--- config.mk ---
export PLATFORM = sky130hd
export DESIGN_NAME = midpoint_ellipse_rasterizer_unit_flat
export DESIGN_NICKNAME = d
export VERILOG_FILES = /design/src/sv/mer_pkg.sv /design/src/sv/mer_cmd_if.sv /design/src/sv/mer_pix_if.sv /design/src/sv/mer_front.sv /design/src/sv/mer_back.sv /design/src/sv/midpoint_ellipse_rasterizer_unit.sv /design/src/flat_wrapper.sv
export SDC_FILE = /design/constraint.sdc
export NUM_CORES = 2
export LEC_CHECK = 0
export BUFFER_PORTS_ARGS = -buffer_cell sky130_fd_sc_hd__buf_2
export CAP_MARGIN = 10
export CELL_PAD_IN_SITES_DETAIL_PLACEMENT = 0
export CELL_PAD_IN_SITES_GLOBAL_PLACEMENT = 2
export CORE_AREA = 5 5 348 350
export CTS_CLUSTER_DIAMETER = 40
export DETAILED_ROUTE_END_ITERATION = 16
export DIE_AREA = 0 0 353 355
export PLACE_DENSITY_LB_ADDON = 0.1
export SYNTH_ARGS = -nofsm -noshare
export SYNTH_HDL_FRONTEND = slang
export SYNTH_SLANG_ARGS = --single-unit
export TNS_END_PERCENT = 1
--- constraint.sdc ---
create_clock -name clk_i -period 14 [get_ports clk_i]
set_clock_uncertainty 0.15 [all_clocks]
set_input_delay 1.4 -clock clk_i [delete_from_list [all_inputs] [get_ports clk_i]]
set_output_delay 1.4 -clock clk_i [all_outputs]
set_load 0.02 [all_outputs]
--- src/sv/mer_pkg.sv ---
`timescale 1ns / 1ps
`default_nettype none
// ----------------------------------------------------------------------------
// mer_pkg
// Shared widths, codes and word types of the midpoint ellipse rasterizer.
// ----------------------------------------------------------------------------
package mer_pkg;

  // coordinate width of radii and centre
  localparam int COORD_BITS = 10;
  // emitted coordinates carry two more bits and wrap
  localparam int OB   = COORD_BITS + 2;
  // walk column offset, one bit of headroom
  localparam int XB   = COORD_BITS + 1;
  // squared radius
  localparam int SQB  = 2 * COORD_BITS;
  // multiplier operand and product
  localparam int MWB  = 2 * COORD_BITS + 2;
  localparam int PWB  = 2 * MWB;
  // decision value, four times the textbook value
  localparam int DWB  = 4 * COORD_BITS + 8;

  // command queue between front and back
  localparam int QDEPTH = 2;
  localparam int QPW    = $clog2(QDEPTH);
  localparam int QCW    = QPW + 1;

  localparam logic CMD_START = 1'b0;
  localparam logic CMD_STEP  = 1'b1;

  localparam logic REGION_ONE = 1'b0;
  localparam logic REGION_TWO = 1'b1;

  typedef enum logic [1:0] {
    OP_START,
    OP_NULL,
    OP_STEP
  } op_e;

  typedef enum logic [1:0] {
    PH_IDLE,
    PH_ONE,
    PH_TWO
  } phase_e;

  typedef enum logic [3:0] {
    SQ_DISPATCH,
    SQ_START1,
    SQ_START2,
    SQ_START3,
    SQ_START4,
    SQ_ONE1,
    SQ_ONE2,
    SQ_HAND1,
    SQ_HAND2,
    SQ_HAND3,
    SQ_HAND4,
    SQ_TWO1,
    SQ_TWO2
  } seq_e;

  typedef struct packed {
    logic                  command;
    logic [COORD_BITS-1:0] radius_x;
    logic [COORD_BITS-1:0] radius_y;
    logic [COORD_BITS-1:0] center_x;
    logic [COORD_BITS-1:0] center_y;
  } cmd_word_t;

  typedef struct packed {
    logic signed [OB-1:0] px_pos_pos;
    logic signed [OB-1:0] py_pos_pos;
    logic signed [OB-1:0] px_neg_pos;
    logic signed [OB-1:0] py_neg_pos;
    logic signed [OB-1:0] px_neg_neg;
    logic signed [OB-1:0] py_neg_neg;
    logic signed [OB-1:0] px_pos_neg;
    logic signed [OB-1:0] py_pos_neg;
    logic                 region;
    logic                 last;
  } pix_word_t;

  // classified job as held in the queue
  typedef struct packed {
    op_e                   op;
    logic [COORD_BITS-1:0] rx;
    logic [COORD_BITS-1:0] ry;
    logic [COORD_BITS-1:0] cx;
    logic [COORD_BITS-1:0] cy;
  } job_t;

endpackage
`default_nettype wire

--- src/sv/mer_cmd_if.sv ---
`timescale 1ns / 1ps
`default_nettype none
// ----------------------------------------------------------------------------
// mer_cmd_if
// Command channel: start and step words into the rasterizer.
// ----------------------------------------------------------------------------
interface mer_cmd_if import mer_pkg::*; ();
  logic      valid;
  logic      ready;
  cmd_word_t payload;

  modport source (output valid, output payload, input ready);
  modport sink   (input valid, input payload, output ready);
endinterface
`default_nettype wire

--- src/sv/mer_pix_if.sv ---
`timescale 1ns / 1ps
`default_nettype none
// ----------------------------------------------------------------------------
// mer_pix_if
// Pixel channel: four symmetric points per word plus region and last flags.
// ----------------------------------------------------------------------------
interface mer_pix_if import mer_pkg::*; ();
  logic      valid;
  logic      ready;
  pix_word_t payload;

  modport source (output valid, output payload, input ready);
  modport sink   (input valid, input payload, output ready);
endinterface
`default_nettype wire

--- src/sv/mer_front.sv ---
`timescale 1ns / 1ps
`default_nettype none
// ----------------------------------------------------------------------------
// mer_front
// Accepts command words, classifies them and holds them in a short queue.
// ----------------------------------------------------------------------------
module mer_front import mer_pkg::*; (
  input  wire logic  clk_i,
  input  wire logic  rst_ni,
  mer_cmd_if.sink    cmd_i,
  output job_t       head_o,
  output logic       head_valid_o,
  input  wire logic  pop_i
);

  job_t             mem_q [QDEPTH];
  logic [QPW-1:0]   wr_ptr_q, wr_ptr_d;
  logic [QPW-1:0]   rd_ptr_q, rd_ptr_d;
  logic [QCW-1:0]   cnt_q, cnt_d;
  logic             push;
  job_t             job_in;

  assign cmd_i.ready  = (cnt_q != QCW'(QDEPTH));
  assign push         = cmd_i.valid && cmd_i.ready;
  assign head_valid_o = (cnt_q != '0);
  assign head_o       = mem_q[rd_ptr_q];

  always_comb begin
    job_in.rx = cmd_i.payload.radius_x;
    job_in.ry = cmd_i.payload.radius_y;
    job_in.cx = cmd_i.payload.center_x;
    job_in.cy = cmd_i.payload.center_y;
    if (cmd_i.payload.command == CMD_STEP) begin
      job_in.op = OP_STEP;
    end else if ((cmd_i.payload.radius_x == '0) || (cmd_i.payload.radius_y == '0)) begin
      // zero radius: no walk, just drop back to idle
      job_in.op = OP_NULL;
    end else begin
      job_in.op = OP_START;
    end
  end

  always_comb begin
    wr_ptr_d = push  ? wr_ptr_q + QPW'(1) : wr_ptr_q;
    rd_ptr_d = pop_i ? rd_ptr_q + QPW'(1) : rd_ptr_q;
    case ({push, pop_i})
      2'b10:   cnt_d = cnt_q + QCW'(1);
      2'b01:   cnt_d = cnt_q - QCW'(1);
      default: cnt_d = cnt_q;
    endcase
  end

  always_ff @(posedge clk_i or negedge rst_ni) begin
    if (!rst_ni) begin
      wr_ptr_q <= '0;
      rd_ptr_q <= '0;
      cnt_q    <= '0;
    end else begin
      wr_ptr_q <= wr_ptr_d;
      rd_ptr_q <= rd_ptr_d;
      cnt_q    <= cnt_d;
    end
  end

  always_ff @(posedge clk_i) begin
    if (push) begin
      mem_q[wr_ptr_q] <= job_in;
    end
  end

endmodule
`default_nettype wire

--- src/sv/mer_back.sv ---
`timescale 1ns / 1ps
`default_nettype none
// ----------------------------------------------------------------------------
// mer_back
// Sequencer around one shared multiplier: runs start set-up and walk steps,
// and holds the output word until it is taken.
// ----------------------------------------------------------------------------
module mer_back import mer_pkg::*; (
  input  wire logic  clk_i,
  input  wire logic  rst_ni,
  input  wire job_t  head_i,
  input  wire logic  head_valid_i,
  output logic       pop_o,
  mer_pix_if.source  pix_o
);

  seq_e                     state_q, state_d;
  phase_e                   phase_q, phase_d;
  logic [XB-1:0]            x_q, x_d;
  logic [COORD_BITS-1:0]    y_q, y_d;
  logic signed [DWB-1:0]    dec_q, dec_d;
  logic [SQB-1:0]           rxsq_q, rxsq_d;
  logic [SQB-1:0]           rysq_q, rysq_d;
  logic [PWB-1:0]           rr_q, rr_d;
  logic [PWB-1:0]           prod_q;
  logic [PWB-1:0]           acc_q, acc_d;
  logic [MWB-1:0]           sq_q, sq_d;
  logic                     flag_q, flag_d;
  logic [COORD_BITS-1:0]    cx_q, cx_d;
  logic [COORD_BITS-1:0]    cy_q, cy_d;
  logic                     out_valid_q, out_valid_d;
  pix_word_t                out_word_q, out_word_d;

  logic [MWB-1:0]           mul_a, mul_b;
  logic [PWB-1:0]           prod;
  logic                     can_emit;
  logic                     emit;
  logic                     emit_region;
  logic                     emit_last;
  logic [COORD_BITS-1:0]    y_m1;

  assign prod     = mul_a * mul_b;
  assign can_emit = !out_valid_q || pix_o.ready;
  assign y_m1     = y_q - COORD_BITS'(1);

  assign pix_o.valid   = out_valid_q;
  assign pix_o.payload = out_word_q;

  always_comb begin
    state_d     = state_q;
    phase_d     = phase_q;
    x_d         = x_q;
    y_d         = y_q;
    dec_d       = dec_q;
    rxsq_d      = rxsq_q;
    rysq_d      = rysq_q;
    rr_d        = rr_q;
    acc_d       = acc_q;
    sq_d        = sq_q;
    flag_d      = flag_q;
    cx_d        = cx_q;
    cy_d        = cy_q;
    mul_a       = '0;
    mul_b       = '0;
    pop_o       = 1'b0;
    emit        = 1'b0;
    emit_region = REGION_ONE;
    emit_last   = 1'b0;

    case (state_q)
      SQ_DISPATCH: begin
        if (head_valid_i) begin
          case (head_i.op)
            OP_START: begin
              mul_a   = MWB'(head_i.rx);
              mul_b   = MWB'(head_i.rx);
              state_d = SQ_START1;
            end
            OP_STEP: begin
              case (phase_q)
                PH_ONE: begin
                  x_d    = x_q + XB'(1);
                  flag_d = !dec_q[DWB-1];
                  if (!dec_q[DWB-1]) begin
                    y_d = y_m1;
                  end
                  mul_a   = MWB'(rysq_q);
                  mul_b   = MWB'(x_q + XB'(1));
                  state_d = SQ_ONE1;
                end
                PH_TWO: begin
                  flag_d = dec_q[DWB-1] || (dec_q == '0);
                  y_d    = y_m1;
                  if (dec_q[DWB-1] || (dec_q == '0)) begin
                    x_d = x_q + XB'(1);
                  end
                  mul_a   = MWB'(rxsq_q);
                  mul_b   = MWB'(y_m1);
                  state_d = SQ_TWO1;
                end
                default: begin
                  // step with no walk running
                  pop_o = 1'b1;
                end
              endcase
            end
            default: begin
              phase_d = PH_IDLE;
              pop_o   = 1'b1;
            end
          endcase
        end
      end

      SQ_START1: begin
        rxsq_d  = prod_q[SQB-1:0];
        mul_a   = MWB'(head_i.ry);
        mul_b   = MWB'(head_i.ry);
        state_d = SQ_START2;
      end

      SQ_START2: begin
        rysq_d  = prod_q[SQB-1:0];
        mul_a   = MWB'(rxsq_q);
        mul_b   = MWB'(head_i.ry);
        state_d = SQ_START3;
      end

      SQ_START3: begin
        // 4 ry^2 - 4 rx^2 ry + rx^2
        dec_d   = ($signed(DWB'(rysq_q)) <<< 2) - ($signed(DWB'(prod_q)) <<< 2)
                + $signed(DWB'(rxsq_q));
        x_d     = '0;
        y_d     = head_i.ry;
        cx_d    = head_i.cx;
        cy_d    = head_i.cy;
        phase_d = PH_ONE;
        mul_a   = MWB'(rxsq_q);
        mul_b   = MWB'(rysq_q);
        state_d = SQ_START4;
      end

      SQ_START4: begin
        rr_d    = prod_q;
        pop_o   = 1'b1;
        state_d = SQ_DISPATCH;
      end

      SQ_ONE1: begin
        acc_d   = prod_q;
        mul_a   = MWB'(rxsq_q);
        mul_b   = MWB'(y_q);
        state_d = SQ_ONE2;
      end

      SQ_ONE2: begin
        // acc holds ry^2 x, prod holds rx^2 y
        // keep the product in place while the output word waits
        mul_a = MWB'(rxsq_q);
        mul_b = MWB'(y_q);
        if (can_emit) begin
          emit        = 1'b1;
          emit_region = REGION_ONE;
          dec_d       = dec_q + ($signed(DWB'(acc_q)) <<< 3)
                      + ($signed(DWB'(rysq_q)) <<< 2)
                      - (flag_q ? ($signed(DWB'(prod_q)) <<< 3) : '0);
          if (acc_q < prod_q) begin
            pop_o   = 1'b1;
            state_d = SQ_DISPATCH;
          end else if (y_q == '0) begin
            emit_last = 1'b1;
            phase_d   = PH_IDLE;
            pop_o     = 1'b1;
            state_d   = SQ_DISPATCH;
          end else begin
            // hand over: (2x+1)^2 first
            mul_a   = MWB'({x_q, 1'b1});
            mul_b   = MWB'({x_q, 1'b1});
            state_d = SQ_HAND1;
          end
        end
      end

      SQ_HAND1: begin
        sq_d    = prod_q[MWB-1:0];
        mul_a   = MWB'(y_m1);
        mul_b   = MWB'(y_m1);
        state_d = SQ_HAND2;
      end

      SQ_HAND2: begin
        sq_d    = prod_q[MWB-1:0];
        mul_a   = MWB'(rysq_q);
        mul_b   = sq_q;
        state_d = SQ_HAND3;
      end

      SQ_HAND3: begin
        acc_d   = prod_q;
        mul_a   = MWB'(rxsq_q);
        mul_b   = sq_q;
        state_d = SQ_HAND4;
      end

      SQ_HAND4: begin
        dec_d   = $signed(DWB'(acc_q)) + ($signed(DWB'(prod_q)) <<< 2)
                - ($signed(DWB'(rr_q)) <<< 2);
        phase_d = PH_TWO;
        pop_o   = 1'b1;
        state_d = SQ_DISPATCH;
      end

      SQ_TWO1: begin
        acc_d   = prod_q;
        mul_a   = MWB'(rysq_q);
        mul_b   = MWB'(x_q);
        state_d = SQ_TWO2;
      end

      SQ_TWO2: begin
        // acc holds rx^2 y, prod holds ry^2 x
        mul_a = MWB'(rysq_q);
        mul_b = MWB'(x_q);
        if (can_emit) begin
          emit        = 1'b1;
          emit_region = REGION_TWO;
          emit_last   = (y_q == '0);
          dec_d       = dec_q + ($signed(DWB'(rxsq_q)) <<< 2)
                      - ($signed(DWB'(acc_q)) <<< 3)
                      + (flag_q ? ($signed(DWB'(prod_q)) <<< 3) : '0);
          if (y_q == '0) begin
            phase_d = PH_IDLE;
          end
          pop_o   = 1'b1;
          state_d = SQ_DISPATCH;
        end
      end

      default: begin
        state_d = SQ_DISPATCH;
      end
    endcase
  end

  // output word
  always_comb begin
    out_word_d  = out_word_q;
    out_valid_d = out_valid_q;
    if (emit) begin
      out_word_d.px_pos_pos = OB'(cx_q) + OB'(x_q);
      out_word_d.py_pos_pos = OB'(cy_q) + OB'(y_q);
      out_word_d.px_neg_pos = OB'(cx_q) - OB'(x_q);
      out_word_d.py_neg_pos = OB'(cy_q) + OB'(y_q);
      out_word_d.px_neg_neg = OB'(cx_q) - OB'(x_q);
      out_word_d.py_neg_neg = OB'(cy_q) - OB'(y_q);
      out_word_d.px_pos_neg = OB'(cx_q) + OB'(x_q);
      out_word_d.py_pos_neg = OB'(cy_q) - OB'(y_q);
      out_word_d.region     = emit_region;
      out_word_d.last       = emit_last;
      out_valid_d           = 1'b1;
    end else if (pix_o.ready) begin
      out_valid_d = 1'b0;
    end
  end

  always_ff @(posedge clk_i or negedge rst_ni) begin
    if (!rst_ni) begin
      state_q     <= SQ_DISPATCH;
      phase_q     <= PH_IDLE;
      out_valid_q <= 1'b0;
    end else begin
      state_q     <= state_d;
      phase_q     <= phase_d;
      out_valid_q <= out_valid_d;
    end
  end

  always_ff @(posedge clk_i) begin
    x_q        <= x_d;
    y_q        <= y_d;
    dec_q      <= dec_d;
    rxsq_q     <= rxsq_d;
    rysq_q     <= rysq_d;
    rr_q       <= rr_d;
    prod_q     <= prod;
    acc_q      <= acc_d;
    sq_q       <= sq_d;
    flag_q     <= flag_d;
    cx_q       <= cx_d;
    cy_q       <= cy_d;
    out_word_q <= out_word_d;
  end

endmodule
`default_nettype wire

--- src/sv/midpoint_ellipse_rasterizer_unit.sv ---
`timescale 1ns / 1ps
`default_nettype none
// ----------------------------------------------------------------------------
// midpoint_ellipse_rasterizer_unit
// Midpoint ellipse walk: start words set up a walk, step words emit points.
// ----------------------------------------------------------------------------
// A start word loads radii and centre and emits nothing; each following step
// word emits the four mirrored pixels of the next point, with region and last
// flags, until last is set. Steps outside a walk and starts with a zero radius
// produce no word. Words enter a two-deep queue and are then worked by a
// sequencer that shares one multiplier, one product per cycle: a start runs
// the set-up states, a step a multiply and an emit state, the hand-over step
// also the hand-over states, and an ignored word is dropped at dispatch. The
// result waits in an output register while the queue keeps taking words.
module midpoint_ellipse_rasterizer_unit import mer_pkg::*; (
  input  wire logic  clk_i,
  input  wire logic  rst_ni,
  mer_cmd_if.sink    cmd_i,
  mer_pix_if.source  pix_o
);

  job_t head;
  logic head_valid;
  logic pop;

  mer_front u_front (
    .clk_i        (clk_i),
    .rst_ni       (rst_ni),
    .cmd_i        (cmd_i),
    .head_o       (head),
    .head_valid_o (head_valid),
    .pop_i        (pop)
  );

  mer_back u_back (
    .clk_i        (clk_i),
    .rst_ni       (rst_ni),
    .head_i       (head),
    .head_valid_i (head_valid),
    .pop_o        (pop),
    .pix_o        (pix_o)
  );

endmodule
`default_nettype wire

--- src/flat_wrapper.sv ---
// flat-port wrapper written by rule: the top's interface ports become plain ports
module midpoint_ellipse_rasterizer_unit_flat import mer_pkg::*;
  (clk_i, rst_ni, cmd_i_valid, cmd_i_payload, cmd_i_ready, pix_o_valid, pix_o_payload, pix_o_ready);
  mer_cmd_if cmd_i_i ();
  mer_pix_if pix_o_i ();
  input  wire logic clk_i;
  input  wire logic rst_ni;
  input wire logic [$bits(cmd_i_i.valid)-1:0] cmd_i_valid;
  input wire logic [$bits(cmd_i_i.payload)-1:0] cmd_i_payload;
  output wire logic [$bits(cmd_i_i.ready)-1:0] cmd_i_ready;
  output wire logic [$bits(pix_o_i.valid)-1:0] pix_o_valid;
  output wire logic [$bits(pix_o_i.payload)-1:0] pix_o_payload;
  input wire logic [$bits(pix_o_i.ready)-1:0] pix_o_ready;
  assign cmd_i_i.valid = cmd_i_valid;
  assign cmd_i_i.payload = cmd_i_payload;
  assign cmd_i_ready = cmd_i_i.ready;
  assign pix_o_valid = pix_o_i.valid;
  assign pix_o_payload = pix_o_i.payload;
  assign pix_o_i.ready = pix_o_ready;
  midpoint_ellipse_rasterizer_unit u_core (.clk_i(clk_i), .rst_ni(rst_ni), .cmd_i(cmd_i_i), .pix_o(pix_o_i));
endmodule
Word-level counts from Yosys, hierarchy flattened
Memory sizes are Yosys's and may differ from the RTL's.
Index checks and enable logic that the tools add are counted.
- add/subtract/negate cells: 21
- multiply operators: 1
- div/mod/pow operators: 0
- magnitude comparators: 1
- equal/unequal tests: 29
- shift-type cells: 0
- mux-type cells: 64
- bitwise logic cells: 0
- reduce and logical (&&, ||, !) cells: 36
- operator list (operator ; count):
    48-bit case mux with 4 select lines ; 1
    22-bit case mux with 8 select lines ; 1
    20-bit case mux with 6 select lines ; 1
    48-bit by 22-bit adder with 48-bit output ; 2
    48-bit by 47-bit adder with 48-bit output ; 2
    48-bit two-way mux ; 2
    20-bit two-way mux ; 4
    20-bit case mux with 2 select lines ; 2
    47-bit by 21-bit adder with 48-bit output ; 1
    48-bit logical NOT ; 1
    12-bit two-way mux ; 4
    12-bit case mux with 2 select lines ; 2
    47-bit by 46-bit subtractor with 48-bit output ; 1
    48-bit by 47-bit subtractor with 48-bit output ; 1
    48-bit subtractor ; 1
    44-bit by 46-bit adder with 47-bit output ; 1
    47-bit two-way mux ; 1
    22-bit by 46-bit subtractor with 47-bit output ; 1
    44-bit less-than comparator ; 1
    11-bit case mux with 2 select lines ; 2
    4-bit case mux with 11 select lines ; 1
    20-bit by 22-bit multiplier with 42-bit output ; 1
    10-bit case mux with 2 select lines ; 2
    11-bit two-way mux ; 3
    47 further kinds ; 113
- register bits after elaboration: 345
- latch bits: 0
- memory bits (writable): 84
- bits in read-only memories: 0
- bits of input ports: 45
- output and inout bits: 100
- logic and storage cells: 177
- memories: 1
- memory list (memory ; words ; width ; read ports ; clocked after memory_dff ; wr ports ; RTL line ; RTL):
    u_core.u_front.mem_q ; 2 ; 42 ; 1 ; 0 ; 1 ; mer_front.sv:16 ; job_t mem_q [QDEPTH];

Depth between registers and ports, before layout
- word-level depth: 8
- mapped depth: 43
- depth with buffers taken out: 39

By module
A second synthesis with hierarchy kept.
- cell total of the unflattened synthesis: 5288
- area, all modules: 49615.1 um2
- by module, submodules not included (module ; instances ; cells each ; area each (um2) ; seq. area each (um2)):
    mer_back ; 1 ; 5133 ; 46140.5 ; 9644.2
    mer_front ; 1 ; 155 ; 3474.6 ; 2622.5

Worst setup path after synthesis
No wires, ideal clock.
- kind: register -> register
- start: reg u_core.u_back.state_q[3]
- end: reg u_core.u_back.prod_q[41]
- library setup time: 122 ps
- arrival: 9915 ps
- data required time: 13728 ps
- slack: 3813 ps
- stages on the path, launching flop included: 36
- path buffers: 3
- period minus slack after synthesis: 10187 ps
- path through: dfrtp_1 > clkbuf_1 > nor3_1 > nor2_1 > o221ai_1 > nor3_1 > o311ai_0 > clkbuf_1 > clkbuf_1 > nand2_1 > fa_1 > inv_1 > fa_1 > inv_1 > fa_1 > inv_1 > fa_1 > inv_1 > fa_1 > inv_1 > fa_1 > inv_1 > fa_1 > inv_1 > ha_1 > a21oi_1 > o21ai_0 > and3_1 > o31a_1 > a21oi_1 > o31ai_1 > o31a_1 > a2111oi_0 > o21ai_0 > o211ai_1 > xnor2_1
- word-level cells in the longest chain between the ends: 4
- elaborated cells on any way between the ends: 19
- classes of those cells: 1 x mul; 10 x eq/ne; 2 x mux; 6 x reduce/logical
- RTL lines (element ; RTL line ; RTL):
    start: declaration ; mer_back.sv:17 ; seq_e state_q, state_d;
    start signal: assignment ; mer_back.sv:272 ; state_q <= state_d;
    4-bit equality test (tied with other cells) ; mer_back.sv:70 ; case (state_q)
    4-bit OR reduction (no line) (tied with other cells) ; - ;
    20-bit case mux with 6 select lines or 22-bit case mux with 8 select lines (tied branches) ; mer_back.sv:70 ;
    20-bit by 22-bit multiplier with 42-bit output (*) ; mer_back.sv:42 ; assign prod = mul_a * mul_b;
    named net u_core.u_back.prod[41] ; mer_back.sv:35 ; logic [PWB-1:0] prod;
    end signal: assignment ; mer_back.sv:285 ; prod_q <= prod;
    end: declaration ; mer_back.sv:25 ; logic [PWB-1:0] prod_q;
The timed path passes the listed nets; every way through them passes the cells marked *.
A chain may end at the register's enable or synchronous reset.

Final worst setup path
- start: reg u_core.u_back.prod_q[37]
- end: reg u_core.u_back.prod_q[41]
- word-level cells in the longest chain between the ends: 5
- elaborated cells on any way between the ends: 8
- classes of those cells: 1 x mul; 1 x order compare; 6 x mux
- RTL lines (element ; RTL line ; RTL):
    44-bit less-than comparator (*) ; mer_back.sv:167 ; if (acc_q < prod_q) begin
    12-bit two-way mux or 20-bit two-way mux (tied branches) ; mer_back.sv:167 ;
    12-bit two-way mux or 20-bit two-way mux (tied branches) ; mer_back.sv:161 ; if (can_emit) begin
    22-bit case mux with 8 select lines or 20-bit case mux with 6 select lines (tied branches) ; mer_back.sv:70 ;
    20-bit by 22-bit multiplier with 42-bit output (*) ; mer_back.sv:42 ;
    named net u_core.u_back.prod[41] ; mer_back.sv:35 ;
Marked as above.

==> impl_metrics.ini <==
[logic_synthesis]
syn-instance-count = 5244
yosysUniqueCellTypes = 92
synth-edff-count = 366
netlist.area_leader.share_pct = 22.4
synth-async-reset-ratio_pct = 2.63
avgSynthCellArea_sq_um = 9.34
yosysTopAreaCell = edfxtp_1
yosysWarnings = 0
syn_area_sq_um = 49000
synthFlopType = edfxtp_1
ys_seq_area_share_pct = 24.7
synth-seq-cells = 419
synthTopCellsByArea = edfxtp_1 (22%), fa_1 (22%), ha_1 (12%)

[hold_path]
hold_path_end = u_core.u_back.rr_q[39]
hold_path.class = flop to flop
min_from = u_core.u_back.prod_q[39]
whs_path_depth = 0

[sta]
post-route-period-util_pct = 86.9
rsz0062_at_grt = false
worst_pin_slew_ns = 1.31
fin_crit_ns = 12.17
setup_viol = 0
timing.setup.tns_ns = 0
hold_viol_final = 0
slew_viol_final = 0
whs_ns = 0.369
slew_headroom_pct = 12.4
fmax_mhz = 82.2

[grt]
antenna_found_initial = 4
grt_pass1_vias = 38568
overflow = 0
grt_max_degree = 55
grt_use_total_pct = 27.0
grt_pass1_wl_mm = 255

[final_layout]
area_growth_syn_to_layout_pct = 10.8
final_util_pct = 46.2
diodes = 0
drive_gt1_share_pct = 8.55
layout.nets = 6382

[floorplan]
rows = 126
io_pins = 145
coreArea_sq_um = 117000
start_util_pct = 41.7
dieArea_sq_um = 125000
die_w_um = 353
die_y_um = 355

[clock_tree]
cts_sinks = 419
htree_levels = 3
cts_tree = done
cts-hold-fix-buffers = 0
cts_root_buffer = clkbuf_16
clockBufferDepth = 3
clk_pin_slew_ns = 0.05
numCtsBuffers = 82
cts_resized = 0
cts_setup_buffers = 0
insertion_delay_ns = 0.67

[worst_setup_path]
critPathMostFrequentCell = fa_1
path_max_fanout = 19
cp-end-kind = flop
cp_slowest_stage_delay_ns = 0.99
cp.required_ns = 14.35
crit_arrival_ns = 12.52
crit_path_start_kind = flop
timing.critical_path.from = u_core.u_back.prod_q[37]
r2r-end = u_core.u_back.prod_q[41]
crit_slowest_cell = a22oi_1
worstSetupPathType = flop to flop
reg2reg_slack_ns = 1.83
worstReg2RegStart = u_core.u_back.prod_q[37]
reg2regPathDepth = 38

[flow_run]
drv_cap = 0

[placement]
place_congestion = 0.935
portBuffers = 142
hpwl_mm = 139

[detailed_routing]
drtIter0Drc = 4117
dr.pass1.iters = 6
ant_nets = 0
wl_per_cell_um = 24.8
vias = 38516
avgViaCountPerCell = 5.54
totalWireLength_mm = 172
drc = 0

[status]
status = finished, final reports clean
-- area by class of cell --
type	count	area, sq um
Multi-Input combinational cell	3638	32300
Sequential cell	419	12100
Clock buffer	95	2140
Tap cell	1536	1920
Timing Repair Buffer	232	1390
Fill cell	11367	63200
Inverter	972	3650
Clock inverter	59	713
-- Yosys cell counts (all sizes together) (10+ instances only) --
cell,n
a2111oi,10
a211o,21
a211oi,38
a21o,152
a21oi,298
a221o,16
a221oi,21
a222oi,13
a22o,18
a22oi,32
a31oi,27
and2,45
and3,41
and4,14
buf,80
clkbuf,136
dfrtp,11
dfxtp,42
edfxtp,366
fa,527
ha,465
inv,971
mux2,25
mux2i,28
nand2,454
nand2b,63
nand3,55
nand4,41
nor2,352
nor2b,30
nor3,61
nor4,32
o211ai,25
o21a,35
o21ai,176
o21bai,42
o221ai,21
o22ai,29
o31ai,16
or2,14
or3,17
xnor2,186
xor2,89
-- cells in the final DEF (no fill, tap or decap), types with 142 or more instances in the layout --
cell,instances
buf_2,142
inv_1,971
ha_1,465
fa_1,527
nand2_1,453
xnor2_1,186
nor2_1,346
a21oi_1,298
edfxtp_1,366
a21o_1,151
o21ai_0,163
-- per-stage QoR --
| step | setup WS (ns) | instance area (sq um) | instances |
|---|---|---|---|
| 6_report | 1.83 | 54300 | 6951 |
| 5_1_grt | 1.09 | 54300 | 6951 |
| 4_1_cts | 1.84 | 54300 | 6951 |
| 3_5_place_dp | 1.87 | 51400 | 6797 |
| 3_3_place_gp | 2.04 | 51400 | 6797 |
| 2_1_floorplan | 3.81 | 49000 | 5245 |
-- worst max path at each step --
stage / end / slack, ns / depth (start not counted)
3_5_place_dp: u_core.u_back.prod_q[41] / 1.87 / 38
6_report: u_core.u_back.prod_q[41] / 1.83 / 38
4_1_cts: u_core.u_back.prod_q[41] / 1.84 / 38
5_1_grt: u_core.u_back.prod_q[41] / 1.09 / 38
3_3_place_gp: u_core.u_back.prod_q[41] / 2.04 / 38
2_1_floorplan: u_core.u_back.prod_q[41] / 3.81 / 35
-- critical path: cells and delay by family (launching register included) --
family,cells,cell delay (ns)
simple gates,7,1.58
buf+inv,7,0.77
fa+ha+maj,9,4.27
compound gates,14,4.66
xor+xnor,1,0.10
flops,1,0.44
-- cell families (layout without fill, tap and decap cells) --
family / count (synthesis) / in the layout / synth area share, %
other: 1 / 2 / 0.00766
muxes: 53 / 53 / 1.15
and+or+nand+nor: 1249 / 1249 / 11.8
DFF: 419 / 419 / 24.7
xor gates and xnor gates: 275 / 275 / 4.92
AOI/OAI and AO/OA: 1067 / 1067 / 14.5
adders and majority gates: 992 / 992 / 33.4
buffers and inverters: 1188 / 1358 / 9.57
-- metal layers --
layer | wire, um | vias up | global-route usage [%]
li1 | - | 17723 | -
met2 | 73200 | 1273 | 39.9
met3 | 12900 | 155 | 4.80
met5 | 0 | - | 0
met4 | 3100 | 0 | 5.24
met1 | 83100 | 19365 | 41.6
-- state kept, by name, indices dropped and copies added (netlist names), 2 cells and up --
name	count
u_core.u_back.acc_q	42
u_core.u_front.cnt_q	2
u_core.u_back.x_q	11
u_core.u_back.cy_q	10
u_core.u_back.cx_q	10
u_core.u_back.prod_q	42
u_core.u_front.mem_q	84
u_core.u_back.state_q	4
u_core.u_back.sq_q	22
u_core.u_back.dec_q	48
u_core.u_back.phase_q	2
u_core.u_back.rr_q	42
u_core.u_back.pix_o.payload	46
u_core.u_back.y_q	10
u_core.u_back.rysq_q	20
u_core.u_back.rxsq_q	20
Power is not shown: default switching activity piles up to over one toggle a cycle in this logic, so the estimate is an artifact.
